===== config.mk =====
export PLATFORM = sky130hd
export DESIGN_NAME = length_prefixed_message_deframer
export DESIGN_NICKNAME = d
export VERILOG_FILES = /design/src/rtl/lpmd_pkg.sv /design/src/rtl/lpmd_parser.sv /design/src/rtl/length_prefixed_message_deframer.sv
export SDC_FILE = /design/constraint.sdc
export NUM_CORES = 1
export LEC_CHECK = 0
export BUFFER_PORTS_ARGS = -buffer_cell sky130_fd_sc_hd__buf_2
export CAP_MARGIN = 20
export CORE_AREA = 2 2 108 110
export CTS_CLUSTER_DIAMETER = 30
export CTS_CLUSTER_SIZE = 8
export DETAILED_ROUTE_END_ITERATION = 10
export DIE_AREA = 0 0 110 112
export GPL_TIMING_DRIVEN = 0
export PLACE_DENSITY = 0.6
export SLEW_MARGIN = 20
export SYNTH_ARGS = -nofsm -noshare
export SYNTH_HDL_FRONTEND = slang
export SYNTH_SLANG_ARGS = --single-unit
export TNS_END_PERCENT = 1

===== constraint.sdc =====
create_clock -name aclk -period 3.6 [get_ports aclk]
set_input_delay 0.36 -clock aclk [delete_from_list [all_inputs] [get_ports aclk]]
set_output_delay 0.36 -clock aclk [all_outputs]
set_load 0.01 [all_outputs]

===== src/rtl/lpmd_pkg.sv =====
`timescale 1ns / 1ps
`default_nettype none

package lpmd_pkg;

    localparam int LEN_BITS = 24;
    localparam int PROD_BITS = LEN_BITS + 4;
    localparam logic [LEN_BITS-1:0] LEN_MAX = {LEN_BITS{1'b1}};

    localparam logic [7:0] CH_COLON = 8'h3A;
    localparam logic [7:0] CH_CR    = 8'h0D;
    localparam logic [7:0] CH_BRACE = 8'h7B;
    localparam logic [7:0] CH_SPACE = 8'h20;
    localparam logic [7:0] CH_ZERO  = 8'h30;
    localparam logic [7:0] CH_NINE  = 8'h39;

    typedef enum logic [1:0] {
        PH_HUNT,
        PH_LENGTH,
        PH_BEFORE,
        PH_CONTENT
    } phase_t;

    typedef struct packed {
        logic       has_res;
        logic [7:0] out_byte;
        logic       last;
        logic       empty_res;
    } result_t;

endpackage

`default_nettype wire


===== src/rtl/lpmd_parser.sv =====
`timescale 1ns / 1ps
`default_nettype none

module lpmd_parser (
    input  wire logic              aclk,
    input  wire logic              aresetn,
    input  wire logic              accept,
    input  wire logic [7:0]        in_byte,
    input  wire logic              chunk_end,
    output lpmd_pkg::result_t      res
);

    lpmd_pkg::phase_t                phase_reg, phase_next;
    logic [lpmd_pkg::LEN_BITS-1:0]   length_accum_reg, length_accum_next;
    logic [lpmd_pkg::LEN_BITS-1:0]   bytes_left_reg, bytes_left_next;
    logic                            digits_seen_reg, digits_seen_next;
    logic                            digits_closed_reg, digits_closed_next;
    logic                            drop_reg, drop_next;

    logic                            is_digit;
    logic [lpmd_pkg::PROD_BITS-1:0]  acc_wide;
    logic [lpmd_pkg::PROD_BITS-1:0]  acc_sum;
    logic [lpmd_pkg::LEN_BITS-1:0]   acc_sat;
    logic [lpmd_pkg::LEN_BITS-1:0]   left_dec;

    assign is_digit = (in_byte >= lpmd_pkg::CH_ZERO) && (in_byte <= lpmd_pkg::CH_NINE);
    assign acc_wide = {4'b0000, length_accum_reg};
    assign acc_sum  = (acc_wide << 3) + (acc_wide << 1)
                    + {{(lpmd_pkg::PROD_BITS-4){1'b0}}, in_byte[3:0]};
    assign acc_sat  = (acc_sum > {4'b0000, lpmd_pkg::LEN_MAX}) ? lpmd_pkg::LEN_MAX
                    : acc_sum[lpmd_pkg::LEN_BITS-1:0];
    assign left_dec = (bytes_left_reg != '0) ? bytes_left_reg - 1'b1 : bytes_left_reg;

    always_ff @(posedge aclk) begin
        if (!aresetn) begin
            phase_reg         <= lpmd_pkg::PH_HUNT;
            length_accum_reg  <= '0;
            bytes_left_reg    <= '0;
            digits_seen_reg   <= 1'b0;
            digits_closed_reg <= 1'b0;
            drop_reg          <= 1'b0;
        end else if (accept) begin
            phase_reg         <= phase_next;
            length_accum_reg  <= length_accum_next;
            bytes_left_reg    <= bytes_left_next;
            digits_seen_reg   <= digits_seen_next;
            digits_closed_reg <= digits_closed_next;
            drop_reg          <= drop_next;
        end
    end

    always_comb begin
        phase_next         = phase_reg;
        length_accum_next  = length_accum_reg;
        bytes_left_next    = bytes_left_reg;
        digits_seen_next   = digits_seen_reg;
        digits_closed_next = digits_closed_reg;
        drop_next          = drop_reg;
        res                = '0;

        if (drop_reg) begin
            if (chunk_end) begin
                drop_next = 1'b0;
            end
        end else begin
            unique case (phase_reg)
                lpmd_pkg::PH_HUNT: begin
                    if (in_byte == lpmd_pkg::CH_COLON) begin
                        phase_next         = lpmd_pkg::PH_LENGTH;
                        length_accum_next  = '0;
                        digits_seen_next   = 1'b0;
                        digits_closed_next = 1'b0;
                    end
                end
                lpmd_pkg::PH_LENGTH: begin
                    if (in_byte == lpmd_pkg::CH_CR) begin
                        phase_next      = lpmd_pkg::PH_BEFORE;
                        bytes_left_next = length_accum_reg;
                    end else if (!digits_closed_reg) begin
                        if (is_digit) begin
                            length_accum_next = acc_sat;
                            digits_seen_next  = 1'b1;
                        end else if (!(in_byte == lpmd_pkg::CH_SPACE && !digits_seen_reg)) begin
                            digits_closed_next = 1'b1;
                        end
                    end
                end
                lpmd_pkg::PH_BEFORE,
                lpmd_pkg::PH_CONTENT: begin
                    if (phase_reg == lpmd_pkg::PH_CONTENT || in_byte == lpmd_pkg::CH_BRACE) begin
                        res.has_res = 1'b1;
                        if (bytes_left_reg == '0 && phase_reg == lpmd_pkg::PH_BEFORE) begin
                            res.empty_res = 1'b1;
                            res.last      = 1'b1;
                        end else begin
                            res.out_byte    = in_byte;
                            res.last        = (left_dec == '0);
                            bytes_left_next = left_dec;
                            phase_next      = lpmd_pkg::PH_CONTENT;
                        end
                        if (res.last) begin
                            // close the message, drop the rest of the chunk
                            phase_next         = lpmd_pkg::PH_HUNT;
                            length_accum_next  = '0;
                            digits_seen_next   = 1'b0;
                            digits_closed_next = 1'b0;
                            bytes_left_next    = '0;
                            drop_next          = !chunk_end;
                        end
                    end
                end
            endcase
        end
    end

endmodule

`default_nettype wire


===== src/rtl/length_prefixed_message_deframer.sv =====
`timescale 1ns / 1ps
`default_nettype none

// Length-prefixed message deframer.
// Input stream: one received byte per request on s_tdata, s_tlast marks the
// last byte of a received chunk. The block finds a colon, reads a decimal
// length (leading spaces skipped, saturating at the 24-bit maximum), waits for
// a carriage return and then an opening brace, and from the brace on passes
// exactly that many bytes to the output stream.
// Output stream: m_tdata carries a content byte, m_tlast marks the final byte
// of a message, m_tuser marks a zero-length message (one empty request with
// m_tlast set and m_tdata zero). After a message the rest of its chunk is
// dropped.
// A result is registered and appears on the output in the cycle after its
// byte is taken. Throughput: one byte per cycle unless the receiver stalls;
// parsing is one combinational step between the parser state and output regs.
// Reset (aresetn low, synchronous) returns the parser to colon hunting and
// empties the output register.
// When the receiver stalls, the held result stays on m_ and s_tready drops
// until it is taken; s_tready is high whenever the output register is free
// or is being emptied in the same cycle.
module length_prefixed_message_deframer (
    input  wire logic       aclk,
    input  wire logic       aresetn,
    input  wire logic       s_tvalid,
    output logic            s_tready,
    input  wire logic [7:0] s_tdata,   // [7:0] in_byte
    input  wire logic       s_tlast,   // chunk_end
    output logic            m_tvalid,
    input  wire logic       m_tready,
    output logic [7:0]      m_tdata,   // [7:0] out_byte
    output logic            m_tlast,   // last
    output logic            m_tuser    // [0] empty_res
);

    lpmd_pkg::result_t res;
    logic              accept;
    logic              m_valid_reg;
    logic [7:0]        m_data_reg;
    logic              m_last_reg;
    logic              m_user_reg;

    assign s_tready = !m_valid_reg || m_tready;
    assign accept   = s_tvalid && s_tready;

    lpmd_parser u_parser (
        .aclk      (aclk),
        .aresetn   (aresetn),
        .accept    (accept),
        .in_byte   (s_tdata),
        .chunk_end (s_tlast),
        .res       (res)
    );

    always_ff @(posedge aclk) begin
        if (!aresetn) begin
            m_valid_reg <= 1'b0;
        end else if (s_tready) begin
            m_valid_reg <= accept && res.has_res;
        end
    end

    always_ff @(posedge aclk) begin
        if (s_tready) begin
            m_data_reg <= res.out_byte;
            m_last_reg <= res.last;
            m_user_reg <= res.empty_res;
        end
    end

    assign m_tvalid = m_valid_reg;
    assign m_tdata  = m_data_reg;
    assign m_tlast  = m_last_reg;
    assign m_tuser  = m_user_reg;

    a_reset_clears: assert property (@(posedge aclk)
        !aresetn |=> !m_tvalid)
        else $error("output valid after reset");

    a_stall_blocks_input: assert property (@(posedge aclk) disable iff (!aresetn)
        (m_tvalid && !m_tready) |-> !s_tready)
        else $error("input taken while output stalled");

    a_empty_is_last: assert property (@(posedge aclk) disable iff (!aresetn)
        (m_tvalid && m_tuser) |-> (m_tlast && m_tdata == 8'h00))
        else $error("empty marker without last or with data");

    a_stalled_result_kept: assert property (@(posedge aclk) disable iff (!aresetn)
        (m_tvalid && !m_tready) |=> m_tvalid)
        else $error("stalled result lost");

endmodule

`default_nettype wire


# --- After elaboration in Yosys (flattened, before gate mapping) ---
# Index checks and enable logic that the tools add are counted.
# W data, S select, Z words.
totals:
  ff_bits: 64
  out_inout_bits: 12
  wordCells: 102
classes:
  n_addsub: 3
  order_cmp: 3
  n_eq_ne: 15
  n_mux: 46
  bitwise: 3
  n_reduce_logical: 22
ops:
  columns: ["operator", "n"]
  rows:
  - ["$mux W24", 12]
  - ["$pmux W24 S3", 1]
  - ["$logic_not A24 Y1", 2]
  - ["$pmux W24 S2", 1]
  - ["$mux W11", 3]
  - ["$add A27 B25 Y28", 1]
  - ["$add A28 B4 Y28", 1]
  - ["$gt A28 B24 Y1 const B", 1]
  - ["$reduce_bool A24 Y1", 1]
  - ["$sub A24 B1 Y24 const B", 1]
  - ["$mux W1", 20]
  - ["$reduce_and A6 Y1", 3]
  - ["$eq A8 B6 Y1 const B", 2]
  - ["$mux W2", 5]
  - ["$ne A2 B1 Y1 const B", 5]
  - ["$eq A8 B4 Y1 const B", 1]
  - ["$eq A8 B7 Y1 const B", 1]
  - ["$ge A8 B6 Y1 const B", 1]
  - ["$le A8 B6 Y1 const B", 1]
  - ["$mux W8", 1]
  - ["$reduce_and A8 Y1", 1]
  - ["$pmux W1 S3", 2]
  - ["$pmux W2 S3", 1]
  - ["$logic_and A1 B1 Y1", 5]
  - ["12 further kinds", 19]

# --- Longest topological paths before layout ---
depth:
  word_depth: 11
  mapped_depth: 14
  ltp_nobuf: 12

# --- Hierarchy ---
# A second synthesis with hierarchy kept.
hier_totals:
  hier_cells: 647
  hier_area_um2: 5230.0
by_module_without_submodules:
  columns: ["mod", "instances", "cells_each", "area_each_um2", "seq_area_each_um2"]
  rows:
  - ["lpmd_parser", 1, 632, 4872.2, 1061.0]
  - ["length_prefixed_message_deframer", 1, 15, 357.8, 320.3]

# --- Worst setup path before layout ---
# OpenSTA, ideal clock, no wires.
synth_path:
  path_kind: "in2reg"
  from: "in s_tdata[3]"
  to: "reg u_parser.length_accum_reg[12] in the netlist's numbering"
  setup_time_ns: 0.127
  t_arrival_ns: 3.119
  t_required_ns: 3.473
  setup_slack_ns: 0.354
  stages: 12
  path_cell_list: "fa_1 -> ha_1 -> a211oi_1 -> o211ai_1 -> a41oi_1 -> o31a_1 -> o21ai_0 -> a2111oi_0 -> o22ai_1 -> clkbuf_1 -> nor2_1 -> o2bb2ai_1"
synth_via:
  elab_chain_len: 7
synth_rtl:
  columns: ["item", "line", "text"]
  rows:
  - ["start: declaration", "length_prefixed_message_deframer.sv:27", "input wire logic [7:0] s_tdata,"]
  - ["$add A28 B4 Y28", "lpmd_parser.sv:29", "+ {{(lpmd_pkg::PROD_BITS-4){1'b0}}, in_byte[3:0]};"]
  - ["$gt A28 B24 Y1", "lpmd_parser.sv:30", "assign acc_sat = (acc_sum > {4'b0000, lpmd_pkg::LEN_MAX}) ? lpmd_pkg::LEN_MAX"]
  - ["$mux W24", "lpmd_parser.sv:30", null]
  - ["$mux W24", "lpmd_parser.sv:80", "if (is_digit) begin"]
  - ["$mux W24", "lpmd_parser.sv:79", "end else if (!digits_closed_reg) begin"]
  - ["$mux W24", "lpmd_parser.sv:76", "if (in_byte == lpmd_pkg::CH_CR) begin"]
  - ["$pmux W24 S3", "lpmd_parser.sv:66", "unique case (phase_reg)"]
  - ["end signal: assignment", "lpmd_parser.sv:44", "length_accum_reg <= length_accum_next;"]
  - ["end: declaration", "lpmd_parser.sv:14", "logic [lpmd_pkg::LEN_BITS-1:0] length_accum_reg, length_accum_next;"]
# Parallel ways exist; a longest one is shown, timed or not. The select of a mux whose other input is x is not followed.
# A chain may end at the register's enable or synchronous reset.

# --- Final worst setup path ---
layout_path:
  from: "reg u_parser.bytes_left_reg[0] in the netlist's numbering"
  to: "reg u_parser.length_accum_reg[3] in the netlist's numbering"
layout_via:
  elab_chain_len: 9
layout_rtl:
  columns: ["item", "line", "text"]
  rows:
  - ["start: declaration", "lpmd_parser.sv:15", "logic [lpmd_pkg::LEN_BITS-1:0] bytes_left_reg, bytes_left_next;"]
  - ["start signal: assignment", "lpmd_parser.sv:45", "bytes_left_reg <= bytes_left_next;"]
  - ["$sub A24 B1 Y24 / $reduce_bool A24 Y1 (equally long branches)", "lpmd_parser.sv:32", "assign left_dec = (bytes_left_reg != '0) ? bytes_left_reg - 1'b1 : bytes_left_reg;"]
  - ["$mux W24", "lpmd_parser.sv:32", null]
  - ["$logic_not A24 Y1", "lpmd_parser.sv:97", "res.last = (left_dec == '0);"]
  - ["$mux W1 (*)", "lpmd_parser.sv:92", "if (bytes_left_reg == '0 && phase_reg == lpmd_pkg::PH_BEFORE) begin"]
  - ["$mux W1 (*)", "lpmd_parser.sv:90", "if (phase_reg == lpmd_pkg::PH_CONTENT || in_byte == lpmd_pkg::CH_BRACE) begin"]
  - ["$mux W1 (*)", "lpmd_parser.sv:66", null]
  - ["$mux W1 (*)", "lpmd_parser.sv:61", "if (drop_reg) begin"]
  - ["$ne A2 B1 Y1 (no line) (*)", null, null]
  - ["$reduce_and A8 Y1 (no line) (*)", null, null]
# Mark *: on every way between the ends. The rest lies on a longest branch, timed or not. The select of a mux whose other input is x is not followed.

==> results.json <==
{
  "fin_area_um2": 5860,
  "finalWeightedCongestion": 1.01,
  "worstSetupStartpointType": "flop",
  "io_pins": 25,
  "synth_xor_area_share_pct": 4.12,
  "worstMarginPinSlew_ns": 0.663,
  "hold_violations": 0,
  "synth_area_um2": 5100,
  "syn_inst": 627,
  "cts_buffer_depth": 2,
  "setup_viol": 0,
  "postLayoutCoreUtil_pct": 52.4,
  "drtIter0Drc": 338,
  "vias_per_cell": 6.12,
  "required_ns": 3.80,
  "grt_usage_pct": 25.5,
  "drive_above_1_share_pct": 12.0,
  "hpwl_um": 11300,
  "hold_class": "input port to flop",
  "synth_seq_cells": 64,
  "setup_tns_ns": 0,
  "grt_overflow_total": 0,
  "grt_antenna_before_repair": 0,
  "yosys.area_share.simple_pct": 23.6,
  "grt_max_degree": 15,
  "r2r_slack_ns": 0.12,
  "synth_edf_count": 10,
  "end_kind": "flop",
  "fmax_mhz": 287,
  "die_y_um": 112,
  "skew_ns": 0.00844,
  "syn_nets": 690,
  "cts_tree": "done",
  "die_w_um": 110,
  "cts_root_buffer": "clkbuf_16",
  "fin_cells": 812,
  "synthFlopType": "dfxtp_1",
  "first_pass_iters": 5,
  "diodes": 0,
  "finalWorstSetupSlack_ns": 0.117,
  "p_per_area_nw_per_um2": 290,
  "max-vdd-ir-drop_v": 0.000309,
  "ff_latch_area_um2": 1390,
  "die-area_um2": 12300,
  "wire_per_inst_um": 18.2,
  "synth_cell_types": 71,
  "synthMuxAreaShare_pct": 0.196,
  "rows": 39,
  "grt_pass1_vias": 4880,
  "outcome": "complete, no violations",
  "core_um2": 11200,
  "cap_violations": 0,
  "slew_violations": 0,
  "post-route-min-period_ns": 3.48,
  "cts_buffers": 9,
  "synthTopCellsByArea": "dfxtp_1, ha_1, edfxtp_1",
  "crit_end": "u_parser.length_accum_reg[3]",
  "critPathKind": "flop to flop",
  "dp.cells": 794,
  "cts_sinks": 64,
  "holdBufCountCts": 0,
  "critPathArrivalTime_ns": 3.69,
  "ys_warn_count": 0,
  "yosys.area_share.adder_pct": 12.6,
  "vias": 4971,
  "drc": 0,
  "hold_start": "s_tdata[7]",
  "synth_top_family_by_area": "compound AO/OA/AOI/OAI gates",
  "final.period_utilization_pct": 96.7,
  "worstSetupStartpoint": "u_parser.bytes_left_reg[0]",
  "final_nets": 727,
  "avgSynthCellArea_um2": 8.13,
  "insertion_delay_ns": 0.33,
  "synth_top_area_share_pct": 21.2,
  "reg2regPathDepth": 13,
  "grt_setup_unrepaired": "false",
  "multiInputGateArea_um2": 3600,
  "area_delta_synth_final_pct": 14.9,
  "ys_seq_area_share_pct": 27.1,
  "portBuffers": 24,
  "dpl_cell_area_um2": 5400,
  "dp_slack_ns": -0.600,
  "nFillCells": 1083,
  "critPathMaxFanout": 10,
  "finalWirelength_um": 14800,
  "ant_nets": 0,
  "relSlewSlack_pct": 55.8,
  "grt_pass1_wl_um": 24900,
  "synthArstFlopShare_pct": 0,
  "p_leak_nw": 2.66,
  "worst_r2r_endpoint": "u_parser.length_accum_reg[3]",
  "r2r-start": "u_parser.bytes_left_reg[0]",
  "synth_compound_gate_area_share_pct": 27.9,
  "path_clk_slew_ns": 0.05,
  "synth_largest_area_cell": "dfxtp_1",
  "h-tree-depth": 3,
  "initial_core_util_pct": 45.6
}
-- power by group --
group	leakage, nW	switching, W	internal [W]
clock	0.150	0.000307	0.000625
combinational	1.95	0.0000236	0.0000152
sequential	0.560	0.0000000480	0.000724
total	2.66	0.000331	0.00136
-- metrics by stage --
step / total power (W) / hold WS [ns]
3_3_place_gp: 0.000778 / 0.487
2_1_floorplan: 0.000760 / 0.451
3_5_place_dp: 0.000778 / 0.487
5_1_grt: 0.00174 / 0.333
4_1_cts: 0.00171 / 0.325
6_report: 0.00170 / 0.335
-- per-layer routing --
metal / routed length (um) / track usage [%]
met5: 0 / 0
met4: 439 / 9.87
met3: 745 / 4.57
met2: 6690 / 39.1
met1: 6930 / 35.2
-- critical path, stage by stage, from the launching register on --
cell,delay [ns]
dfxtp_1,0.41
inv_1,0.10
ha_1,0.16
or4b_1,0.42
buf_2,0.20
o41a_1,0.35
o21ai_1,0.13
nand4_1,0.17
nor4_1,0.32
and4_2,0.33
nor2_4,0.07
o31a_4,0.42
buf_6,0.16
o2bb2ai_1,0.12
-- area by class of cell --
class / count / area share, %
multi-input cells: 510 / 61.4
flip-flops and latches: 64 / 23.6
clock buffers: 13 / 4.27
plain buffers: 39 / 3.16
well taps: 143 / 3.05
repair buffers: 27 / 2.44
clock inverters: 3 / 1.15
inverters: 13 / 0.833
-- timing repair --
| action | in CTS | in global routing |
|---|---|---|
| resized for setup | 15 | 18 |
| pin swaps | 3 | 4 |
| buffers inserted | 1 | 2 |
| setup endpoints to repair | 37 | 40 |
-- logic make-up (layout without fill, tap and decap cells) --
group,after synthesis,in the layout
simple gates,231,231
compound gates,204,204
flops,64,64
buf+inv,53,95
fa+ha+maj,50,50
xor+xnor,24,24
mux,1,1
-- placed cells by master (no fill, tap or decap), drive strengths merged, types with 8 or more instances in the layout --
master / count
and2: 11
nand2: 37
xnor2: 15
a31oi: 10
a21oi: 51
or3: 10
dfxtp: 54
nor4: 12
a211oi: 9
buf: 36
o2bb2ai: 25
a21o: 13
nand3: 15
edfxtp: 10
ha: 48
and3: 8
clkbuf: 43
xor2: 9
nor3: 24
inv: 13
o21ai: 30
nor2: 72
-- how the worst min path moves through the flow --
| stage | end | slack (ns) | cells past startpoint |
|---|---|---|---|
| after CTS | m_tdata[4] | 0.32 | 2 |
| after floorplan | u_parser.digits_seen_reg | 0.45 | 2 |
| after global routing | m_tdata[7] | 0.33 | 2 |
| after global placement | u_parser.digits_closed_reg | 0.49 | 1 |
| final | m_tdata[7] | 0.33 | 2 |
| after detailed placement | u_parser.digits_seen_reg | 0.49 | 2 |
-- cells in the mapped netlist (3+ instances only) --
library cell / count
nor3_1: 23
nor2_1: 71
clkbuf_1: 32
o22ai_1: 4
dfxtp_1: 54
o2bb2ai_1: 25
nand2b_1: 7
nand3_1: 15
a22o_1: 3
xor2_1: 9
a31oi_1: 10
and2_1: 11
buf_6: 3
a21o_1: 13
and4_1: 3
or4_1: 5
a221oi_1: 4
a211o_1: 4
or3_1: 9
nand2_1: 37
a21oi_1: 51
and3_1: 8
nor2b_1: 4
xnor2_1: 15
a311o_1: 3
edfxtp_1: 10
o21ai_1: 3
nand4_1: 7
or2_2: 5
o21ai_0: 27
a211oi_1: 9
o211ai_1: 7
o21a_1: 4
a41oi_1: 3
ha_1: 48
inv_1: 13
a22oi_1: 4
nand3b_1: 4
buf_2: 3
nor4_1: 11
o211a_1: 6
o31a_1: 3
Note: power is estimated with default switching activity, not from simulation.
